## config.mk

```make
export PLATFORM = sky130hd
export DESIGN_NAME = lpt_ram
export DESIGN_NICKNAME = d
export VERILOG_FILES = /design/src/design/lpt_ram.sv
export SDC_FILE = /design/constraint.sdc
export NUM_CORES = 1
export LEC_CHECK = 0
export ABC_CLOCK_PERIOD_IN_PS = 7550
export BUFFER_PORTS_ARGS = -buffer_cell sky130_fd_sc_hd__buf_2
export CORE_ASPECT_RATIO = 1.75
export CORE_MARGIN = 1
export CORE_UTILIZATION = 35
export CTS_CLUSTER_SIZE = 28
export DETAILED_ROUTE_END_ITERATION = 10
export GPL_TIMING_DRIVEN = 0
export HOLD_SLACK_MARGIN = 0.03
export PLACE_DENSITY_LB_ADDON = 0.12
export SYNTH_ARGS = -nofsm -noshare
export SYNTH_HDL_FRONTEND = slang
export SYNTH_SLANG_ARGS = --single-unit
```

## constraint.sdc

```tcl
create_clock -name clk -period 7.55 [get_ports clk]
set_input_delay 1.51 -clock clk [delete_from_list [all_inputs] [get_ports clk]]
set_output_delay 1.51 -clock clk [all_outputs]
set_load 0.05 [all_outputs]
```

## src/design/lpt_ram.sv

```systemverilog
// Generic single-port synchronous RAM with registered read data.
`timescale 1ns / 1ps

module lpt_ram #(
	parameter int WIDTH = 8,
	parameter int DEPTH = 64
) (
	input  logic                     clk,
	input  logic                     we,
	input  logic [$clog2(DEPTH)-1:0] addr,
	input  logic [WIDTH-1:0]         wdata,
	output logic [WIDTH-1:0]         rdata
);

	logic [WIDTH-1:0] mem [DEPTH];

	// Write when enabled; read the old contents every cycle
	always_ff @(posedge clk) begin
		if (we) begin
			mem[addr] <= wdata;
		end
		rdata <= mem[addr];
	end

endmodule

```

======== Word level (Yosys, flattened, before mapping) ========
Memories as Yosys holds them, arrays and structs flattened. A register that Yosys moved wholly into a read port is not among the register bits.
Index checks and enable logic that the tools add are counted.
Widths: inputs -> output; s select.
storage, ports and cells
  word-level logic and storage cells ...... 3
  memory bits (read-only) ................. 0
  bits in latches ......................... 0
  bits in writable memories ............... 512
  memories kept ........................... 1
  register bits ........................... 0
memories
  memory  depth  width  rd ports  clocked after Yosys merged registers in  write ports  line  text
  mem     64     8      1         1                                        1            15    logic [WIDTH-1:0] mem [DEPTH];
operators by class
  $add $sub $neg .......................... 0
  magnitude comparators ................... 0
  multiply operators ...................... 0
  eq/ne operators ......................... 0
  muxes and demuxes ....................... 2
  div/mod/pow operators ................... 0
  reduce and logical (&&, ||, !) cells .... 0
  shifts and indexed selects .............. 0
  bitwise gates (word level) .............. 0
operators with widths
  cell    count
  $mux 1  2

======== Depth between registers and ports, before layout ========
Gate-level depths: netlist (run 1).
  depth after elaboration ................. 2
  gate-level depth with buffers ........... 10
  mapped depth without buffers ............ 5

======== Worst setup path after synthesis (run 1) ========
No wires, ideal clock.
  kind .................................... input -> register
  start ................................... input addr[1]
  end ..................................... memory mem[13][0] (enable)
  path slack .............................. 3941 ps
  stages on the path ...................... 7
  library setup time ...................... 370 ps
  data arrival time ....................... 3238 ps
  path through ............................ buf_6 -> buf_6 -> nor2b_1 -> clkbuf_1 -> clkbuf_1 -> nand3_1 -> nor2_1
RTL lines
  element          line  text
  start, declared  10    input logic [$clog2(DEPTH)-1:0] addr,
  end, declared    15
No word-level cell before the write port.

======== Worst setup path after layout (run 1) ========
  start ................................... input addr[0]
  end ..................................... memory mem[21][6] (enable)
No word-level cell before the write port.

==> run metrics, run 1 <==
sequential share of the synthesized area=75.97%; setup violators final=0; period utilization=70.57%; HP Start=mem[3][4]; Synth Area in Simple Gates=5.715%; First-pass DRT Iterations=5; final worst path period need=5328 ps; Final WS setup=between 2000 and 2500 ps; crit-path max FO=10; Max-Cap Viols=0; Overall Global Routing Usage=roughly 23%; DR vias/cell=5.661; Post-Place Worst Slack=between 1500 and 2000 ps; Placed Area=0.02152 mm^2; post-route cell area=0.02305 mm^2; worst reg2reg path endpoint=rdata[3]; DRC=0; post-DP HPWL=45520 um; total core area=about 0.057 mm^2; cts repair resizes=0; CTS Sinks=520; setup TNS=0 ps; Synth Area in Compound Gates=8.076%; mux cell area share after synthesis=8.260%; # Post-CTS Setup Buffers=0; Top FF cell, synth=edfxtp_1; DRT iter0 DRCs=1102; Overflow after GRT=0; Via Count=around 12000; LEAKAGE=7.255 nW; result of the run=finished clean; fin nets=1260; buffers added on ports=22; Setup crit end kind=flop; # diodes=0; die height=around 320 um; worst skew pair latency=590 ps; CTS Buf Count=49; Clock Skew=20.79 ps; Crit Path Class=in -> reg; Worst VDD drop=0.1907 mV; Post-synth EDFFs=512; Placer Congestion=0.8881; Slew HR=7.153%; main combinational cell family by area after synthesis=multiplexers; RSZ-0062 raised after global routing=false; Reg2Reg Depth=5; fin. max-slew vios=0; count of cell types in the netlist=56; critical path startpoint category=input port; Synth Area in XOR/XNOR=0%; syn_area_per_cell=17.46 um^2; placement row count=116; worst slew pin tran=1393 ps; adder-cell share of the synthesized area=0%; vias in the first global route=11900; Crit path required time=slightly below 8000 ps; Hold Crit Depth=3; Reg clk slew, reported paths=about 60 ps; clk root buf=clkbuf_16; FMAX=roughly 190 MHz; Clock Path Buffers=3; initial antenna violation count=2; Avg WL per Cell=32.69 um; Antenna Nets Post-Route=0; total wire length=~67000 um; #FFs+latches synth=520; I/O pin count=24; first-pass GRT wire length=around 93000 um; P&R area growth vs syn=12.70%; Final Hold Fails=0; CTS tree=built; share of cells above drive strength 1=13.86%; full die area=0.05944 mm^2; reg2reg start=mem[5][3]; Horiz. Die Dim=184.7 um; starting density of the core=35.58%; power density cells=~260 mW/mm^2; Yosys Warn Count=0; hold path endpoint=rdata[4]; H-tree levels=2; arrival time at the worst endpoint=~5500 ps; FFs w/ async S/R, synth=0%; Post-Syn Nets=1187; Worst Hold Class=reg -> reg; Post-Synthesis Cells=1171; largest net degree at the start of global routing=65; Synth Cell Area=between 0.02 and 0.025 mm^2; flop-to-flop setup slack=roughly 5000 ps; cts hold-fix bufs=0
[layout by cell type, fill, tap and decap left out, types with 7 or more instances in the layout]
cell	n
a21oi_1	28
o221ai_1	9
nand3_1	8
a31oi_1	15
clkinv_1	11
o2bb2ai_1	7
nand2b_1	24
a22o_1	10
and2_1	9
a32oi_1	7
clkinv_2	7
a22oi_1	40
o21ai_0	9
nor2b_1	8
clkbuf_16	51
o22ai_1	22
a221oi_1	21
buf_4	7
mux2i_1	63
and3_1	9
nand2_1	45
nand3b_1	12
nor2_1	82
mux2_1	7
clkbuf_1	54
edfxtp_1	512
mux4_2	41
a221o_1	11
dfxtp_1	8
buf_2	49
o22a_1	11
[critical path: stages]
cell and delay (ps):
buf_2 120, buf_4 220, nor2b_1 670, clkbuf_1 680
clkbuf_1 440, nand3_1 730, nor2_1 1130
[sequential cells by signal, indices dropped and copies added (netlist names)]
register  count
mem         512
rdata         8
[stage by stage]
stage	hold slack, ps	utilization (%)	total power [mW]	cells
after floorplan	562.7	-	3.460	1171
after global placement	740.5	37.44	3.660	1960
after detailed placement	733.6	37.44	3.664	1960
after CTS	741.5	40.08	6.047	2051
after global routing	753.4	40.10	6.160	2051
final	735.8	40.10	6.005	2051
[where the power goes]
part | internal (mW) | switching, mW | leakage [nW] | total, mW
sequential | 3.20 | 0.00562 | 4.67 | 3.20
combinational | 0.103 | 0.294 | 1.84 | 0.397
clock | 1.34 | 1.06 | 0.741 | 2.41
total | 4.64 | 1.36 | 7.25 | 6.01
[final cells by class]
class	instances	area [um^2]
buffer	81	394.1
clock buffer	69	1344
clock inverter	22	175.2
fill	5376	34430
inverter	3	11.26
multi-input combinational	567	4509
sequential	520	15530
tap	767	959.7
timing repair buffer	22	117.6
[Yosys cell counts, types with 6 or more instances]
| library cell | number | share of area, % |
|---|---|---|
| o21ai_0 | 9 | 0.22 |
| mux4_2 | 41 | 4.5 |
| o22a_1 | 11 | 0.47 |
| o2bb2ai_1 | 7 | 0.30 |
| nor2b_1 | 8 | 0.24 |
| nand3_1 | 8 | 0.20 |
| buf_1 | 6 | 0.11 |
| a32oi_1 | 7 | 0.30 |
| a21oi_1 | 28 | 0.69 |
| a221oi_1 | 21 | 0.90 |
| and2_1 | 9 | 0.28 |
| mux2i_1 | 63 | 3.1 |
| nand2b_1 | 24 | 0.73 |
| a31oi_1 | 15 | 0.46 |
| dfxtp_1 | 8 | 0.78 |
| nand3b_1 | 12 | 0.44 |
| a221o_1 | 11 | 0.54 |
| nor2_1 | 82 | 1.5 |
| edfxtp_1 | 512 | 75 |
| buf_2 | 30 | 0.73 |
| a22o_1 | 10 | 0.43 |
| mux2_1 | 7 | 0.39 |
| clkbuf_1 | 36 | 0.66 |
| o221ai_1 | 9 | 0.39 |
| nand2_1 | 45 | 0.83 |
| a211oi_1 | 6 | 0.22 |
| a22oi_1 | 40 | 1.5 |
| o22ai_1 | 22 | 0.67 |
| and3_1 | 9 | 0.28 |
| and4_1 | 6 | 0.26 |
[how the worst max path moves through the flow]
stage / cells after the start / to / from
after global placement: 7 / mem[21][7] / addr[0]
after CTS: 7 / mem[21][6] / addr[0]
after global routing: 7 / mem[21][6] / addr[0]
after floorplan: 7 / mem[13][0] / addr[1]
final: 7 / mem[21][6] / addr[0]
after detailed placement: 7 / mem[21][7] / addr[0]
[per-layer routing]
| layer | track usage (%) | wire, um | vias up |
|---|---|---|---|
| li1 | - | - | 4897 |
| met1 | 26.47 | 24340 | 6137 |
| met2 | 41.44 | 35350 | 431 |
| met3 | 3.076 | 3271 | 141 |
| met4 | 12.95 | 4056 | 4 |
| met5 | 0 | 21 | - |
[kinds of logic after synthesis]
group | after synthesis
compound gates | 222
buf+inv | 84
flops | 520
mux | 116
simple gates | 229
Power figures use the tool's default switching activity.
==> inputs of run 2 (changes only) <==
ABC_CLOCK_PERIOD_IN_PS = 4300   (was 7550)
clock period = 4.3 ns   (was 7.55 ns; I/O delays follow)
==> run 2 against run 1 <==
Effect of this change: the run now ends with negative setup slack left; via count is 0.32% lower; count of clock-buffer cells in the layout unchanged; flip-flop and latch count did not move; cell count is the same; die area unchanged; worst hold slack gained 8.4 ps; final area grew 0.16%; power grew 76%; non-clock buffer count is the same; combinational power rose by 76%; critical path depth unchanged; first-iteration DRC count up 5.9%; highest routed layer unchanged.
==> run metrics, run 2 (synthesis gave the netlist of run 1 again) <==
placement row count=116 (unchanged); DRC=0 (unchanged); Largest register FFs=512 (unchanged); hold slack final=744.2 ps (+8.438 ps); worst reg2reg path endpoint=rdata[3]; largest net degree at the start of global routing=65 (unchanged); part of the power in registers=53.3% (about the same); failing checks=negative setup slack; power density cells=456.9 mW/mm^2 (+75%); CTS Sinks=520 (unchanged); CTS tree=built; share of cells above drive strength 1=14.64% (+0.78 points); FMAX=228.8 MHz; DRT iter0 DRCs=1167 (+5.9%); H-tree levels=2 (unchanged); final worst path period need=4370 ps; critical path startpoint category=input port; I/O pin count=24 (unchanged); period utilization=101.6%; arrival time at the worst endpoint=4570 ps (-950 ps); fin. max-slew vios=0 (unchanged); total wire length=66940 um (-0.14%); Logic pwr share=6.6% (about the same); hold path endpoint=rdata[4]; first-pass GRT wire length=93120 um (about the same); post-DP HPWL=45520 um (unchanged); worst slew pin tran=1409 ps (+15.91 ps); full die area=0.05944 mm^2 (unchanged); Avg WL per Cell=32.64 um (-0.14%); buffers added on ports=22 (unchanged); Clock Path Buffers=3 (unchanged); Antenna Nets Post-Route=0 (unchanged); switching share of total power=22.72% (about the same); Horiz. Die Dim=184.7 um (unchanged); Internal=8.150 mW (+76%); cts repair resizes=2 (+2); CTS Buf Count=49 (unchanged); total core area=0.05748 mm^2 (unchanged); cts hold-fix bufs=0 (unchanged); Clock Skew=20.41 ps (-0.3862 ps); Overall Global Routing Usage=23.20% (about the same); worst skew pair latency=590 ps (about the same); Setup crit end kind=flop; Placed Cells=1960 (unchanged); commonest non-fill, non-tap cells in the layout=edfxtp_1 (512), nor2_1 (73), mux2i_1 (63); clock share of power=40.1% (about the same); Via Count=11570 (-0.32%); Slew HR=6.092% (-1.1 points); fin nets=1260 (unchanged); flop-to-flop setup slack=1720 ps (-3240 ps); Final Hold Fails=0 (unchanged); clk root buf=clkbuf_16; Overflow after GRT=0 (unchanged); Worst Hold Class=reg -> reg; biggest regs=mem x512, rdata x8; Max-Cap Viols=0 (unchanged); die height=321.8 um (unchanged); LEAKAGE=7.255 nW (about the same); Reg clk slew, reported paths=60 ps (about the same); Reg with most FFs=mem; Crit Path Class=in -> reg; Final WS setup=-69.91 ps (-2292 ps); result of the run=finished with violations; HP Start=mem[3][4]; P&R area growth vs syn=12.88%; most common cell after layout, fill and taps aside=edfxtp_1; setup violators final=48 (+48); initial antenna violation count=2 (unchanged); # Post-CTS Setup Buffers=0 (unchanged); vias in the first global route=11890 (-0.034%); crit-path max FO=10 (unchanged); Crit path required time=4500 ps (-3240 ps); Final Non-Filler Cells=2051 (unchanged); DR vias/cell=5.643 (-0.32%); # diodes=0 (unchanged); Core Util, Final=40.16% (+0.065 points); starting density of the core=35.58% (unchanged); First-pass DRT Iterations=7 (+2); Placer Congestion=0.8881 (unchanged); net switching power figure=2.396 mW (+76%); Worst VDD drop=0.3322 mV (+74%); Hold Crit Depth=3 (unchanged); RSZ-0062 raised after global routing=true; reg2reg start=mem[5][3]; Reg2Reg Depth=5 (unchanged)
## run 2: cell types whose count changed in the layout (fill, tap and decap cells not counted)
cell / previous run / this run
nor2_4: 0 / 2
nand3_1: 8 / 7
nor2_2: 0 / 7
nor2_1: 82 / 73
nand3_2: 0 / 1
## run 2: area by class of cell
type / instances / area, um^2
tap: 767 / 959.7
multi-input combinational: 567 / 4547
fill: 5368 / 34390
clock buffer: 69 / 1344
timing repair buffer: 22 / 117.6
buffer: 81 / 394.1
inverter: 3 / 11.26
sequential: 520 / 15530
clock inverter: 22 / 175.2
## run 2: worst max-delay path, stage by stage
cell and delay [ps]:
buf_2 120, buf_4 220, nor2b_1 660, clkbuf_1 660, clkbuf_1 480, nand2_1 620, nor2_1 930
## run 2: worst max-delay path by stage
stage          depth (start not counted)          to  startpoint  slack [ps]
2_1_floorplan                          7  mem[13][0]     addr[1]        1340
3_3_place_gp                           7  mem[21][7]     addr[0]        -910
3_5_place_dp                           7  mem[21][7]     addr[0]        -910
4_1_cts                                7  mem[37][0]     addr[0]        -200
5_1_grt                                7  mem[57][2]     addr[0]        -110
6_report                               7  mem[33][1]     addr[0]         -70
## run 2: metal layers
layer	global-route usage, %	part of all wire (%)	up-vias
met4	12.69	5.8	4
met1	26.50	36	6092
li1	-	-	4893
met5	0	0.031	-
met2	41.54	53	441
met3	3.053	5.3	143
## run 2: power groups by stage
stage / Clock (mW) / Sequential [mW] / Combinational (mW)
after floorplan: 0 / 5.77 / 0.304
after global placement: 0 / 5.73 / 0.694
after detailed placement: 0 / 5.73 / 0.699
after CTS: 4.29 / 5.62 / 0.700
after global routing: 4.47 / 5.62 / 0.726
final: 4.23 / 5.62 / 0.698
## run 2: stage by stage
stage               worst slack (ps)  power (mW)  cell area [um^2]  setup TNS (ps)
global placement              -908.0       6.426             21520         -143590
CTS                           -197.9       10.62             23040           -8096
finish                        -69.91       10.55             23080           -1580
detailed placement            -908.0       6.433             21520         -145570
global route                  -113.0       10.82             23080           -2025
floorplan                       1341       6.075             20450               0
==> inputs of run 3 (changes only) <==
CORE_UTILIZATION = 55   (was 35)
==> run 3 against run 2 <==
Effect of this change: the flow still finishes with violations (negative setup slack); clock skew down 4.5 ps; flip-flop and latch count is the same; clock power down 4.7%; setup slack got worse by 110 ps; global-route usage increased by 9.2 points; maximum frequency shrank 2.4%; wire length shrank 10%; critical path depth unchanged; via count rose by 2.3%; largest cell class unchanged.
==> run metrics, run 3 (synthesis gave the netlist of run 1 again) <==
worst reg2reg path endpoint=rdata[6]; buffers added on ports=22 (unchanged); area occupied by multi-input gates=0.004517 mm^2 (-0.66%); Via Count=11840 (+2.3%); Fillers=2729 (-49%); CTS tree=built; Worst VDD drop=0.3943 mV (+19%); critical path startpoint category=input port; WP depth=7 (unchanged); CP Cell Sequence=buf_2 > buf_4 > nor2b_1 > clkbuf_1 > clkbuf_1 > nand3_1 > nor2_1; full die area=0.03799 mm^2 (-36%); Overflow after GRT=0 (unchanged); Reg clk slew, reported paths=70 ps (about the same); H-tree levels=2 (unchanged); # Post-CTS Setup Buffers=0 (unchanged); post-DP HPWL=39600 um (-13%); Slew HR=6.578% (+0.49 points); Reg with most FFs=mem; most common cell after layout, fill and taps aside=edfxtp_1; largest net degree at the start of global routing=65 (unchanged); Avg WL per Cell=34.30 um (+5.1%); Reg2Reg Depth=5 (unchanged); LEAKAGE=7.220 nW (-0.47%); slowest cell on the critical path=nor2_1; DRC=0 (unchanged); CP startpoint=addr[0]; first-pass GRT wire length=84130 um (-9.7%); failing checks=negative setup slack; Setup crit end kind=flop; # diodes=0 (unchanged); worst skew pair latency=580 ps (about the same); placement row count=93 (-20%); CP delay by family, top=simple AND/OR/NAND/NOR gates; power density cells=456.5 mW/mm^2 (about the same); Register Area=0.01553 mm^2 (unchanged); Bufs and invs on worst path=4 (unchanged); vias in the first global route=11920 (+0.18%); FMAX=223.4 MHz (-2.4%); CP dominant cell by count=clkbuf_1; die height=257.1 um (-20%); crit-path max FO=10 (unchanged); P&R area growth vs syn=10.57%; Crit Path Class=in -> reg; First-pass DRT Iterations=5 (-2); fin nets=1257 (-0.24%); initial antenna violation count=1 (-1); Crit path required time=4490 ps (about the same); flop-to-flop setup slack=1880 ps (+160 ps); CTS Buf Count=45 (-8.2%); Horiz. Die Dim=147.8 um (-20%); worst slew pin tran=1401 ps (-7.301 ps); RSZ-0062 raised after global routing=true; Clock Skew=15.95 ps (-4.459 ps); Antenna Nets Post-Route=0 (unchanged); Final WS setup=-175.4 ps (-105.5 ps); clk root buf=clkbuf_16; total core area=0.03677 mm^2 (-36%); cts hold-fix bufs=0 (unchanged); Final Hold Fails=0 (unchanged); I/O pin count=24 (unchanged); arrival time at the worst endpoint=4670 ps (+100 ps); starting density of the core=55.61% (+20 points); setup violators final=40 (-17%); reg2reg start=mem[21][6]; fin. max-slew vios=0 (unchanged); result of the run=finished with violations; Max-Cap Viols=0 (unchanged); final worst path period need=4475 ps (+105.5 ps); biggest regs=mem x512, rdata x8; Overall Global Routing Usage=32.36% (+9.2 points); DR vias/cell=6.764 (+20%); Post-Place Worst Slack=-720.7 ps (+187.4 ps); HP Start=mem[3][0]; Hold Crit Depth=3 (unchanged); Core Util, Final=61.49% (+21 points); DRT iter0 DRCs=1350 (+16%); Placer Congestion=1.010 (+14%); CTS Sinks=520 (unchanged); crit-path max cell delay=960 ps (+30 ps); Largest register FFs=512 (unchanged); share of cells above drive strength 1=14.27% (-0.37 points); total wire length=60020 um (-10%); commonest non-fill, non-tap cells in the layout=edfxtp_1 (512), nor2_1 (79), mux2i_1 (63); Worst Hold Class=reg -> reg; period utilization=104.1% (+2.5 points); hold path endpoint=rdata[0]; Clock Path Buffers=3 (unchanged)
[run 3: cell types whose count changed in the layout (fill, tap and decap cells not counted), sizes merged]
cell / delta
clkinv: -4
buf: +1
clkinvlp: +1
clkbuf: -7
[run 3: routing by layer]
metal / track usage (%) / part of all wire, % / vias to the layer above
li1: - / - / 4882
met1: 38.17 / 34 / 6018
met2: 54.78 / 50 / 713
met3: 4.911 / 8.3 / 224
met4: 21.53 / 7.9 / 0
met5: 0 / 0 / -
[run 3: area by class of cell]
| cell class | count | area share (%) |
|---|---|---|
| flip-flops and latches | 520 | 68.70 |
| inverters | 3 | 0.04980 |
| clock inverters | 19 | 0.7415 |
| plain buffers | 81 | 1.743 |
| multi-input cells | 567 | 19.98 |
| clock buffers | 62 | 5.583 |
| well taps | 475 | 2.628 |
| repair buffers | 23 | 0.5755 |
[run 3: worst max path at each step]
| stage | endpoint | slack, ps |
|---|---|---|
| finish | mem[53][4] | -180 |
| global route | mem[53][2] | -150 |
| CTS | mem[45][0] | -50 |
| detailed placement | mem[21][3] | -720 |
| global placement | mem[21][3] | -670 |
| floorplan | mem[13][0] | 1340 |
[run 3: power by group]
group	total (mW)	switching, mW	internal [mW]
combinational	0.674	0.492	0.182
clock	4.03	1.79	2.23
sequential	5.62	0.0108	5.61
total	10.3	2.29	8.03
[run 3: what timing repair did]
action | CTS | global route
resized for setup | 1 | 2
gates cloned | 0 | 0
setup endpoints to repair | 31 | 56
hold endpoints to repair | 0 | 0
[run 3: worst min-delay path: stages, from the launching register on]
cell	delay, ps
edfxtp_1	320
o2bb2ai_1	130
o31ai_1	80
nand4_1	70
[run 3: per-stage QoR]
step                      instance area, um^2  std cells  setup TNS (ps)  power [mW]  hold WS, ps
final                                   22610       1750           -4725       10.32        636.9
after global routing                    22610       1750           -4018       10.50        669.7
after CTS                               22590       1749          -999.9       10.31        647.2
after detailed placement                21150       1668          -68080       6.391        634.6
after global placement                  21150       1668          -61640       6.382        635.9
after floorplan                         20450       1171               0       6.075        562.7
